### config.mk
export PLATFORM = sky130hd
export DESIGN_NAME = fan_tach_and_pwm_sweep
export DESIGN_NICKNAME = d
export VERILOG_FILES = /design/src/rtl/core/fts_pkg.sv /design/src/rtl/core/fts_core.sv /design/src/rtl/core/fts_out.sv /design/src/rtl/core/fan_tach_and_pwm_sweep.sv
export SDC_FILE = /design/constraint.sdc
export NUM_CORES = 1
export LEC_CHECK = 0
export BUFFER_PORTS_ARGS = -buffer_cell sky130_fd_sc_hd__buf_4
export CAP_MARGIN = 25
export CELL_PAD_IN_SITES_DETAIL_PLACEMENT = 2
export CELL_PAD_IN_SITES_GLOBAL_PLACEMENT = 2
export CORE_ASPECT_RATIO = 1.4
export CORE_MARGIN = 2
export CORE_UTILIZATION = 40
export DETAILED_ROUTE_END_ITERATION = 6
export PLACE_DENSITY = 0.83
export SETUP_SLACK_MARGIN = 0.5
export SYNTH_ARGS = -nofsm -noshare
export SYNTH_HDL_FRONTEND = slang
export SYNTH_SLANG_ARGS = --single-unit
### constraint.sdc
create_clock -name clk_i -period 7.1 [get_ports clk_i]
set_clock_uncertainty 0.2 [all_clocks]
set_input_delay 1.42 -clock clk_i [delete_from_list [all_inputs] [get_ports clk_i]]
set_output_delay 1.42 -clock clk_i [all_outputs]
set_load 0.1 [all_outputs]
### src/rtl/core/fts_pkg.sv
`timescale 1ns / 1ps

package fts_pkg;

  typedef enum logic [1:0] {
    CMD_TICK = 2'd0,
    CMD_TACH = 2'd1,
    CMD_SET  = 2'd2,
    CMD_NONE = 2'd3
  } cmd_e;

  typedef enum logic [1:0] {
    REG_SWEEP_TICKS  = 2'd0,
    REG_WINDOW_TICKS = 2'd1,
    REG_RPM_FACTOR   = 2'd2,
    REG_UNUSED       = 2'd3
  } reg_idx_e;

  localparam int unsigned CfgDataW = 10;

  localparam logic [7:0] SweepTicksRst  = 8'd100;
  localparam logic [7:0] WindowTicksRst = 8'd100;
  localparam logic [9:0] RpmFactorRst   = 10'd302;
  localparam logic [7:0] DutyRst        = 8'h80;
  localparam logic [1:0] AutoMaskRst    = 2'b11;
  localparam logic [1:0] LevelsRst      = 2'b11;

  typedef struct packed {
    logic [7:0] sweep_ticks;
    logic [7:0] window_ticks;
    logic [9:0] rpm_factor;
  } cfg_t;

  typedef struct packed {
    logic [7:0]  duty_a;
    logic [7:0]  duty_b;
    logic [15:0] rpm_a;
    logic [15:0] rpm_b;
    logic        report_fresh;
  } res_t;

endpackage

### src/rtl/core/fts_core.sv
`timescale 1ns / 1ps

module fts_core (
  input  logic         clk_i,
  input  logic         rst_ni,
  input  fts_pkg::cfg_t cfg_i,
  input  logic         accept_i,
  input  logic [1:0]   cmd_i,
  input  logic         tach_a_level_i,
  input  logic         tach_b_level_i,
  input  logic [1:0]   auto_bits_i,
  input  logic [7:0]   duty_a_in_i,
  input  logic [7:0]   duty_b_in_i,
  output fts_pkg::res_t res_o
);
  import fts_pkg::*;

  logic [1:0]  auto_mask_q, auto_mask_d;
  logic [1:0]  levels_q, levels_d;
  logic [15:0] edges_a_q, edges_a_d, edges_b_q, edges_b_d;
  logic [7:0]  sweep_cnt_q, sweep_cnt_d, window_cnt_q, window_cnt_d;
  logic [7:0]  target_a_q, target_a_d, target_b_q, target_b_d;
  logic        rising_a_q, rising_a_d, rising_b_q, rising_b_d;
  logic [7:0]  applied_a_q, applied_a_d, applied_b_q, applied_b_d;
  logic [15:0] speed_a_q, speed_a_d, speed_b_q, speed_b_d;
  logic        fresh;
  cmd_e        cmd;
  logic [7:0]  sweep_inc, window_inc;
  logic [7:0]  step_a, step_b;
  logic        dir_a, dir_b;
  logic [25:0] prod_a, prod_b;
  logic [1:0]  changed;

  function automatic logic [7:0] sat_inc8(input logic [7:0] v);
    sat_inc8 = (v == 8'hFF) ? v : v + 8'd1;
  endfunction

  function automatic logic [15:0] sat_inc16(input logic [15:0] v);
    sat_inc16 = (v == 16'hFFFF) ? v : v + 16'd1;
  endfunction

  assign cmd        = cmd_e'(cmd_i);
  assign sweep_inc  = sat_inc8(sweep_cnt_q);
  assign window_inc = sat_inc8(window_cnt_q);
  assign step_a     = rising_a_q ? target_a_q + 8'd1 : target_a_q - 8'd1;
  assign step_b     = rising_b_q ? target_b_q + 8'd1 : target_b_q - 8'd1;
  // bounce at the ends; keep direction elsewhere
  assign dir_a = (step_a == 8'hFF) ? 1'b0 : (step_a == 8'h00) ? 1'b1 : rising_a_q;
  assign dir_b = (step_b == 8'hFF) ? 1'b0 : (step_b == 8'h00) ? 1'b1 : rising_b_q;
  assign prod_a  = edges_a_q * cfg_i.rpm_factor;
  assign prod_b  = edges_b_q * cfg_i.rpm_factor;
  assign changed = {tach_b_level_i, tach_a_level_i} ^ levels_q;

  always_comb begin
    auto_mask_d  = auto_mask_q;
    levels_d     = levels_q;
    edges_a_d    = edges_a_q;
    edges_b_d    = edges_b_q;
    sweep_cnt_d  = sweep_cnt_q;
    window_cnt_d = window_cnt_q;
    target_a_d   = target_a_q;
    target_b_d   = target_b_q;
    rising_a_d   = rising_a_q;
    rising_b_d   = rising_b_q;
    applied_a_d  = applied_a_q;
    applied_b_d  = applied_b_q;
    speed_a_d    = speed_a_q;
    speed_b_d    = speed_b_q;
    fresh        = 1'b0;
    if (accept_i) begin
      unique case (cmd)
        CMD_TICK: begin
          sweep_cnt_d  = sweep_inc;
          window_cnt_d = window_inc;
          if (sweep_inc >= cfg_i.sweep_ticks) begin
            if (auto_mask_q[0]) begin
              target_a_d = step_a;
              rising_a_d = dir_a;
            end
            if (auto_mask_q[1]) begin
              target_b_d = step_b;
              rising_b_d = dir_b;
            end
            applied_a_d = auto_mask_q[0] ? step_a : target_a_q;
            applied_b_d = auto_mask_q[1] ? step_b : target_b_q;
            sweep_cnt_d = '0;
          end
          if (window_inc >= cfg_i.window_ticks) begin
            speed_a_d    = prod_a[15:0];
            speed_b_d    = prod_b[15:0];
            edges_a_d    = '0;
            edges_b_d    = '0;
            window_cnt_d = '0;
            fresh        = 1'b1;
          end
        end
        CMD_TACH: begin
          if (changed[0]) edges_a_d = sat_inc16(edges_a_q);
          if (changed[1]) edges_b_d = sat_inc16(edges_b_q);
          levels_d = {tach_b_level_i, tach_a_level_i};
        end
        CMD_SET: begin
          auto_mask_d = auto_bits_i;
          if (auto_bits_i != 2'b00) window_cnt_d = '0;
          if (!auto_bits_i[0]) target_a_d = duty_a_in_i;
          if (!auto_bits_i[1]) target_b_d = duty_b_in_i;
        end
        default: ;
      endcase
    end
  end

  always_comb begin
    res_o.duty_a       = applied_a_d;
    res_o.duty_b       = applied_b_d;
    res_o.rpm_a        = speed_a_d;
    res_o.rpm_b        = speed_b_d;
    res_o.report_fresh = fresh;
  end

  always_ff @(posedge clk_i or negedge rst_ni) begin
    if (!rst_ni) begin
      auto_mask_q  <= AutoMaskRst;
      levels_q     <= LevelsRst;
      edges_a_q    <= '0;
      edges_b_q    <= '0;
      sweep_cnt_q  <= '0;
      window_cnt_q <= '0;
      target_a_q   <= DutyRst;
      target_b_q   <= DutyRst;
      rising_a_q   <= 1'b1;
      rising_b_q   <= 1'b1;
      applied_a_q  <= DutyRst;
      applied_b_q  <= DutyRst;
      speed_a_q    <= '0;
      speed_b_q    <= '0;
    end else begin
      auto_mask_q  <= auto_mask_d;
      levels_q     <= levels_d;
      edges_a_q    <= edges_a_d;
      edges_b_q    <= edges_b_d;
      sweep_cnt_q  <= sweep_cnt_d;
      window_cnt_q <= window_cnt_d;
      target_a_q   <= target_a_d;
      target_b_q   <= target_b_d;
      rising_a_q   <= rising_a_d;
      rising_b_q   <= rising_b_d;
      applied_a_q  <= applied_a_d;
      applied_b_q  <= applied_b_d;
      speed_a_q    <= speed_a_d;
      speed_b_q    <= speed_b_d;
    end
  end

  a_window_close: assert property (@(posedge clk_i) disable iff (!rst_ni)
    fresh |=> (edges_a_q == '0 && edges_b_q == '0 && window_cnt_q == '0))
    else $error("window close did not clear edge counts");

  a_applied_on_tick: assert property (@(posedge clk_i) disable iff (!rst_ni)
    !(accept_i && cmd == CMD_TICK) |=> ($stable(applied_a_q) && $stable(applied_b_q)))
    else $error("applied duty changed outside a tick");

  a_auto_set_clears: assert property (@(posedge clk_i) disable iff (!rst_ni)
    (accept_i && cmd == CMD_SET && auto_bits_i != 2'b00) |=> window_cnt_q == '0)
    else $error("auto setting did not restart window");

  a_speed_only_fresh: assert property (@(posedge clk_i) disable iff (!rst_ni)
    !fresh |=> ($stable(speed_a_q) && $stable(speed_b_q)))
    else $error("speed changed without a window close");

endmodule

### src/rtl/core/fts_out.sv
`timescale 1ns / 1ps

module fts_out (
  input  logic          clk_i,
  input  logic          rst_ni,
  input  logic          in_valid_i,
  output logic          in_stall_o,
  input  fts_pkg::res_t res_i,
  output logic          out_valid_o,
  input  logic          out_stall_i,
  output fts_pkg::res_t res_o
);
  import fts_pkg::*;

  logic valid_q, valid_d;
  logic load;
  res_t res_q;

  // take a new item when the slot is empty or being emptied this cycle
  assign in_stall_o = valid_q & out_stall_i;
  assign load       = in_valid_i & ~in_stall_o;

  always_comb begin
    valid_d = valid_q;
    if (load) begin
      valid_d = 1'b1;
    end else if (!out_stall_i) begin
      valid_d = 1'b0;
    end
  end

  always_ff @(posedge clk_i or negedge rst_ni) begin
    if (!rst_ni) begin
      valid_q <= 1'b0;
    end else begin
      valid_q <= valid_d;
    end
  end

  always_ff @(posedge clk_i) begin
    if (load) begin
      res_q <= res_i;
    end
  end

  assign out_valid_o = valid_q;
  assign res_o       = res_q;

endmodule

### src/rtl/core/fan_tach_and_pwm_sweep.sv
`timescale 1ns / 1ps

// Two-fan tachometer and PWM sweep controller.
// Input channel (in_valid_i / in_stall_o): one item per handshake, cmd_i selects
// a timer tick, a tach pin sample or a host settings write; cmd 3 is a no-op.
// Output channel (out_valid_o / out_stall_i): exactly one item per input item,
// carrying the applied duties, the latched speeds and a window-closed flag.
// Configuration (cfg_valid_i / cfg_ready_o): index 0 sweep ticks, 1 window
// ticks, 2 RPM factor; ready is always high, index 3 is ignored. Write only
// while no item is in flight.
// A result is registered and is valid in the cycle after its item is accepted.
// Throughput: one item per cycle; state updates and the 16x10 speed multiply
// all fit in the accept cycle, and a single output register holds the result.
// When the receiver stalls, the output register holds its item and in_stall_o
// rises in the same cycle, so no item is lost or dropped.
// Reset: both fans in auto mode at duty 128 rising, counters and speeds zero,
// pin history high, registers at 100 / 100 / 302, output empty.
module fan_tach_and_pwm_sweep (
  input  logic        clk_i,
  input  logic        rst_ni,
  input  logic        in_valid_i,
  output logic        in_stall_o,
  input  logic [1:0]  cmd_i,
  input  logic        tach_a_level_i,
  input  logic        tach_b_level_i,
  input  logic [1:0]  auto_bits_i,
  input  logic [7:0]  duty_a_in_i,
  input  logic [7:0]  duty_b_in_i,
  output logic        out_valid_o,
  input  logic        out_stall_i,
  output logic [7:0]  duty_a_o,
  output logic [7:0]  duty_b_o,
  output logic [15:0] rpm_a_o,
  output logic [15:0] rpm_b_o,
  output logic        report_fresh_o,
  input  logic        cfg_valid_i,
  output logic        cfg_ready_o,
  input  logic [1:0]  cfg_index_i,
  input  logic [fts_pkg::CfgDataW-1:0] cfg_data_i
);
  import fts_pkg::*;

  cfg_t     cfg_q, cfg_d;
  res_t     core_res, out_res;
  logic     accept;
  reg_idx_e cfg_idx;

  assign cfg_ready_o = 1'b1;
  assign cfg_idx     = reg_idx_e'(cfg_index_i);

  always_comb begin
    cfg_d = cfg_q;
    if (cfg_valid_i) begin
      unique case (cfg_idx)
        REG_SWEEP_TICKS:  cfg_d.sweep_ticks  = cfg_data_i[7:0];
        REG_WINDOW_TICKS: cfg_d.window_ticks = cfg_data_i[7:0];
        REG_RPM_FACTOR:   cfg_d.rpm_factor   = cfg_data_i[9:0];
        default: ;
      endcase
    end
  end

  always_ff @(posedge clk_i or negedge rst_ni) begin
    if (!rst_ni) begin
      cfg_q.sweep_ticks  <= SweepTicksRst;
      cfg_q.window_ticks <= WindowTicksRst;
      cfg_q.rpm_factor   <= RpmFactorRst;
    end else begin
      cfg_q <= cfg_d;
    end
  end

  assign accept = in_valid_i & ~in_stall_o;

  fts_core u_core (
    .clk_i          (clk_i),
    .rst_ni         (rst_ni),
    .cfg_i          (cfg_q),
    .accept_i       (accept),
    .cmd_i          (cmd_i),
    .tach_a_level_i (tach_a_level_i),
    .tach_b_level_i (tach_b_level_i),
    .auto_bits_i    (auto_bits_i),
    .duty_a_in_i    (duty_a_in_i),
    .duty_b_in_i    (duty_b_in_i),
    .res_o          (core_res)
  );

  fts_out u_out (
    .clk_i       (clk_i),
    .rst_ni      (rst_ni),
    .in_valid_i  (in_valid_i),
    .in_stall_o  (in_stall_o),
    .res_i       (core_res),
    .out_valid_o (out_valid_o),
    .out_stall_i (out_stall_i),
    .res_o       (out_res)
  );

  assign duty_a_o       = out_res.duty_a;
  assign duty_b_o       = out_res.duty_b;
  assign rpm_a_o        = out_res.rpm_a;
  assign rpm_b_o        = out_res.rpm_b;
  assign report_fresh_o = out_res.report_fresh;

endmodule

==> flow_metrics.py <==
metrics = {
    "place": {
        "dp_hpwl_um": 33800,
        "io_buffer_count": 89,
        "pre_cts_ws_ns": 1.213,
        "gp_congestion": 0.8056,
        "dpl.cell_count": 2153,
    },
    "finish": {
        "final_util_pct": 44.82,
        "drive_gt1_share_pct": 11.42,
        "syn_to_final_growth_pct": 10.64,
        "layout.nets": 1928,
        "antenna-diode-count": 0,
        "final_cells": 2186,
    },
    "flow_run": {
        "cap_violations": 0,
    },
    "global_route": {
        "grt_max_degree": 98,
        "grt_use_total_pct": 23.72,
        "grt.overflow.total": 0,
        "antenna_found_initial": 2,
        "grt_pass1_wl_um": 74360,
        "grt_pass1_vias": 13689,
    },
    "clocking": {
        "clock-sinks": 194,
        "clock_latency_ns": 0.46,
        "clockBufferDepth": 2,
        "cts_tree": "built",
        "post_cts_buffers": 0,
        "clk_pin_slew_ns": 0.07,
        "cts_max_level": 4,
        "hold_buffers": 0,
        "cts_root_buffer": "clkbuf_16",
        "numCtsBuffers": 17,
        "ctsResizeCount": 0,
    },
    "critical_path": {
        "ff2ff_setup_slack_ns": 1.23,
        "reg2reg_from": "cfg_q[1]$_DFFE_PN1P_",
        "worst-r2r-cell-count": 19,
        "r2r_end": "u_out.res_o[30]$_DFFE_PP_",
        "path_depth": 19,
        "worstSetupStartpoint": "cfg_q[1]$_DFFE_PN1P_",
        "path_buf_inv": 5,
        "path_cells": "nand2_1 > fa_1 > inv_1 > fa_1 > inv_1 > fa_1 > inv_1 > fa_1 > inv_1 > fa_1 > inv_1 > ha_1 > a21o_1 > a21oi_1 > nand2b_1 > a31oi_1 > nor2_1 > xor2_1 > o21ai_0",
        "critPathRequiredTime_ns": 7.08,
        "cp_top_family": "adder cells",
        "endpoint": "u_out.res_o[30]$_DFFE_PP_",
        "critPathArrivalTime_ns": 5.85,
        "cpPeakStageDelay_ns": 0.93,
        "crit_path_start_kind": "register",
        "crit_fanout": 31,
        "end_kind": "register",
        "critPathSlowestCell": "dfstp_2",
        "crit_type": "register to register",
    },
    "synthesis": {
        "synth_largest_area_cell": "dfrtp_1",
        "ys_top_cells_by_area": "dfrtp_1 (20%), fa_1 (18%), edfxtp_1 (9.5%)",
        "yosysWarnings": 0,
        "syn_inst": 1606,
        "synth_edf_count": 49,
        "ys_seq_area_share_pct": 32.96,
        "syn_area_sq_mm": 0.01555,
        "synthDistinctLibCells": 66,
        "ys_ff_latch": 194,
        "yosysMostFrequentCell": "nand2_1",
        "synth_top_area_share_pct": 19.95,
        "avgSynthCellArea_sq_um": 9.684,
        "synth_common_cells": "nand2_1 (217), inv_1 (180), fa_1 (142)",
        "async_reset_ff_share_pct": 74.74,
        "synthesis.nets": 1883,
        "synth_top_flop_cell": "dfrtp_1",
    },
    "drt": {
        "num_vias": 11689,
        "ant_nets": 0,
        "firstDrtPassIters": 4,
        "routedWlPerCell_um": 20.81,
        "vias_per_cell": 5.347,
        "drc": 0,
        "drt_iter0_drc": 521,
        "routed_wl_um": 45490,
    },
    "sta": {
        "setup_tns_ns": 0,
        "period_share_pct": 82.66,
        "rsz0062_at_grt": "no",
        "worst_pin_slew_ns": 1.058,
        "setup_violations": 0,
        "period_needed_ns": 5.869,
        "setup_ws_ns": 1.231,
        "relSlewSlack_pct": 29.02,
        "slew_viol_final": 0,
        "hold_viol": 0,
        "clock.fmax_mhz": 170.4,
    },
    "floorplanning": {
        "fp.dieH_um": 237.3,
        "die_area_sq_mm": 0.04050,
        "start_util_pct": 40.51,
        "rows": 85,
        "die_x_um": 170.7,
        "top_level_ports": 91,
        "design.core.area_sq_mm": 0.03839,
    },
    "worst_hold_path": {
        "hold_class": "register to register",
    },
    "status": {
        "status": "finished, final reports clean",
    },
    "power": {
        "ir_drop_mv": 0.1917,
        "leakagePower_nw": 8.144,
        "power.density_mw_per_mm2": 245.6,
    },
}
metrics by stage:
| step | total power [W] | hold slack [ns] | instance area (sq um) |
|---|---|---|---|
| 2_1_floorplan | 0.002774 | 0.2300 | 15550 |
| 3_3_place_gp | 0.003148 | 0.2493 | 16640 |
| 3_5_place_dp | 0.003277 | 0.2581 | 16640 |
| 4_1_cts | 0.004273 | 0.2970 | 17190 |
| 5_1_grt | 0.004517 | 0.3176 | 17210 |
| 6_report | 0.004226 | 0.2845 | 17210 |
logic make-up (layout without fill, tap and decap cells):
logic type	count (synthesis)	in the layout	share of synthesized area, %
simple gates	553	553	17.31
buf+inv	251	309	6.259
fa+ha+maj	238	238	26.00
compound gates	227	227	8.978
flops	194	194	32.96
xor+xnor	107	107	6.026
mux	35	35	2.438
other cells	1	1	0.02411
state kept, by name (all words and copies together) (netlist names), 2 cells and up:
signal,count
u_core.sweep_cnt_q,8
u_core.edges_b_q,16
u_core.target_b_q,8
u_core.speed_a_q,16
u_out.res_o,49
u_core.applied_b_q,8
u_core.edges_a_q,16
u_core.applied_a_q,8
u_core.window_cnt_q,8
cfg_q,26
u_core.speed_b_q,16
u_core.target_a_q,8
u_core.auto_mask_q,2
u_core.levels_q,2
cell type report:
cell class	instances	area, sq um
Timing Repair Buffer	97	744.5
Multi-Input combinational cell	1161	9464
Clock buffer	18	429.2
Fill cell	4048	21190
Inverter	180	675.6
Clock inverter	14	115.1
Tap cell	522	653.1
Sequential cell	194	5126
worst min-delay path: stages, from the launching register on:
cell	delay [ns]
dfrtp_1	0.33
nand2_1	0.05
nand2_1	0.07
metal layers:
metal	vias up	wire (um)	track usage, %
met5	-	26	0
met4	4	1317	8.029
met3	82	1193	3.280
met2	198	25200	45.20
met1	6107	17750	26.68
li1	5298	-	-
worst min-delay path by stage:
stage | startpoint | slack, ns | depth (start not counted) | endpoint
2_1_floorplan | u_core.speed_a_q[0]$_DFF_PN0_ | 0.23 | 2 | u_core.speed_a_q[0]$_DFF_PN0_
3_3_place_gp | u_core.speed_a_q[0]$_DFF_PN0_ | 0.25 | 2 | u_core.speed_a_q[0]$_DFF_PN0_
3_5_place_dp | u_core.speed_a_q[0]$_DFF_PN0_ | 0.26 | 2 | u_core.speed_a_q[0]$_DFF_PN0_
4_1_cts | u_core.speed_b_q[3]$_DFF_PN0_ | 0.30 | 2 | u_core.speed_b_q[3]$_DFF_PN0_
5_1_grt | u_core.speed_a_q[0]$_DFF_PN0_ | 0.32 | 2 | u_core.speed_a_q[0]$_DFF_PN0_
6_report | u_core.speed_a_q[0]$_DFF_PN0_ | 0.28 | 2 | u_core.speed_a_q[0]$_DFF_PN0_
cell usage in the layout, fill, tap and decap left out, types with 21 or more instances in the layout:
cell and instances:
o21ai_0 68, dfstp_2 21, mux2_2 23, nand3_1 36, ha_1 96, buf_4 95
inv_1 180, and2_1 122, fa_1 142, xnor2_1 60, a21oi_1 55, nor2_1 84
xor2_1 47, edfxtp_1 49, dfrtp_1 124, nand2_1 216
where the power goes:
part | switching (W) | internal (W)
combinational | 0.00104 | 0.000611
clock | 0.000490 | 0.000461
sequential | 0.000254 | 0.00137
total | 0.00178 | 0.00244
Note: power is estimated with default switching activity, not from simulation.
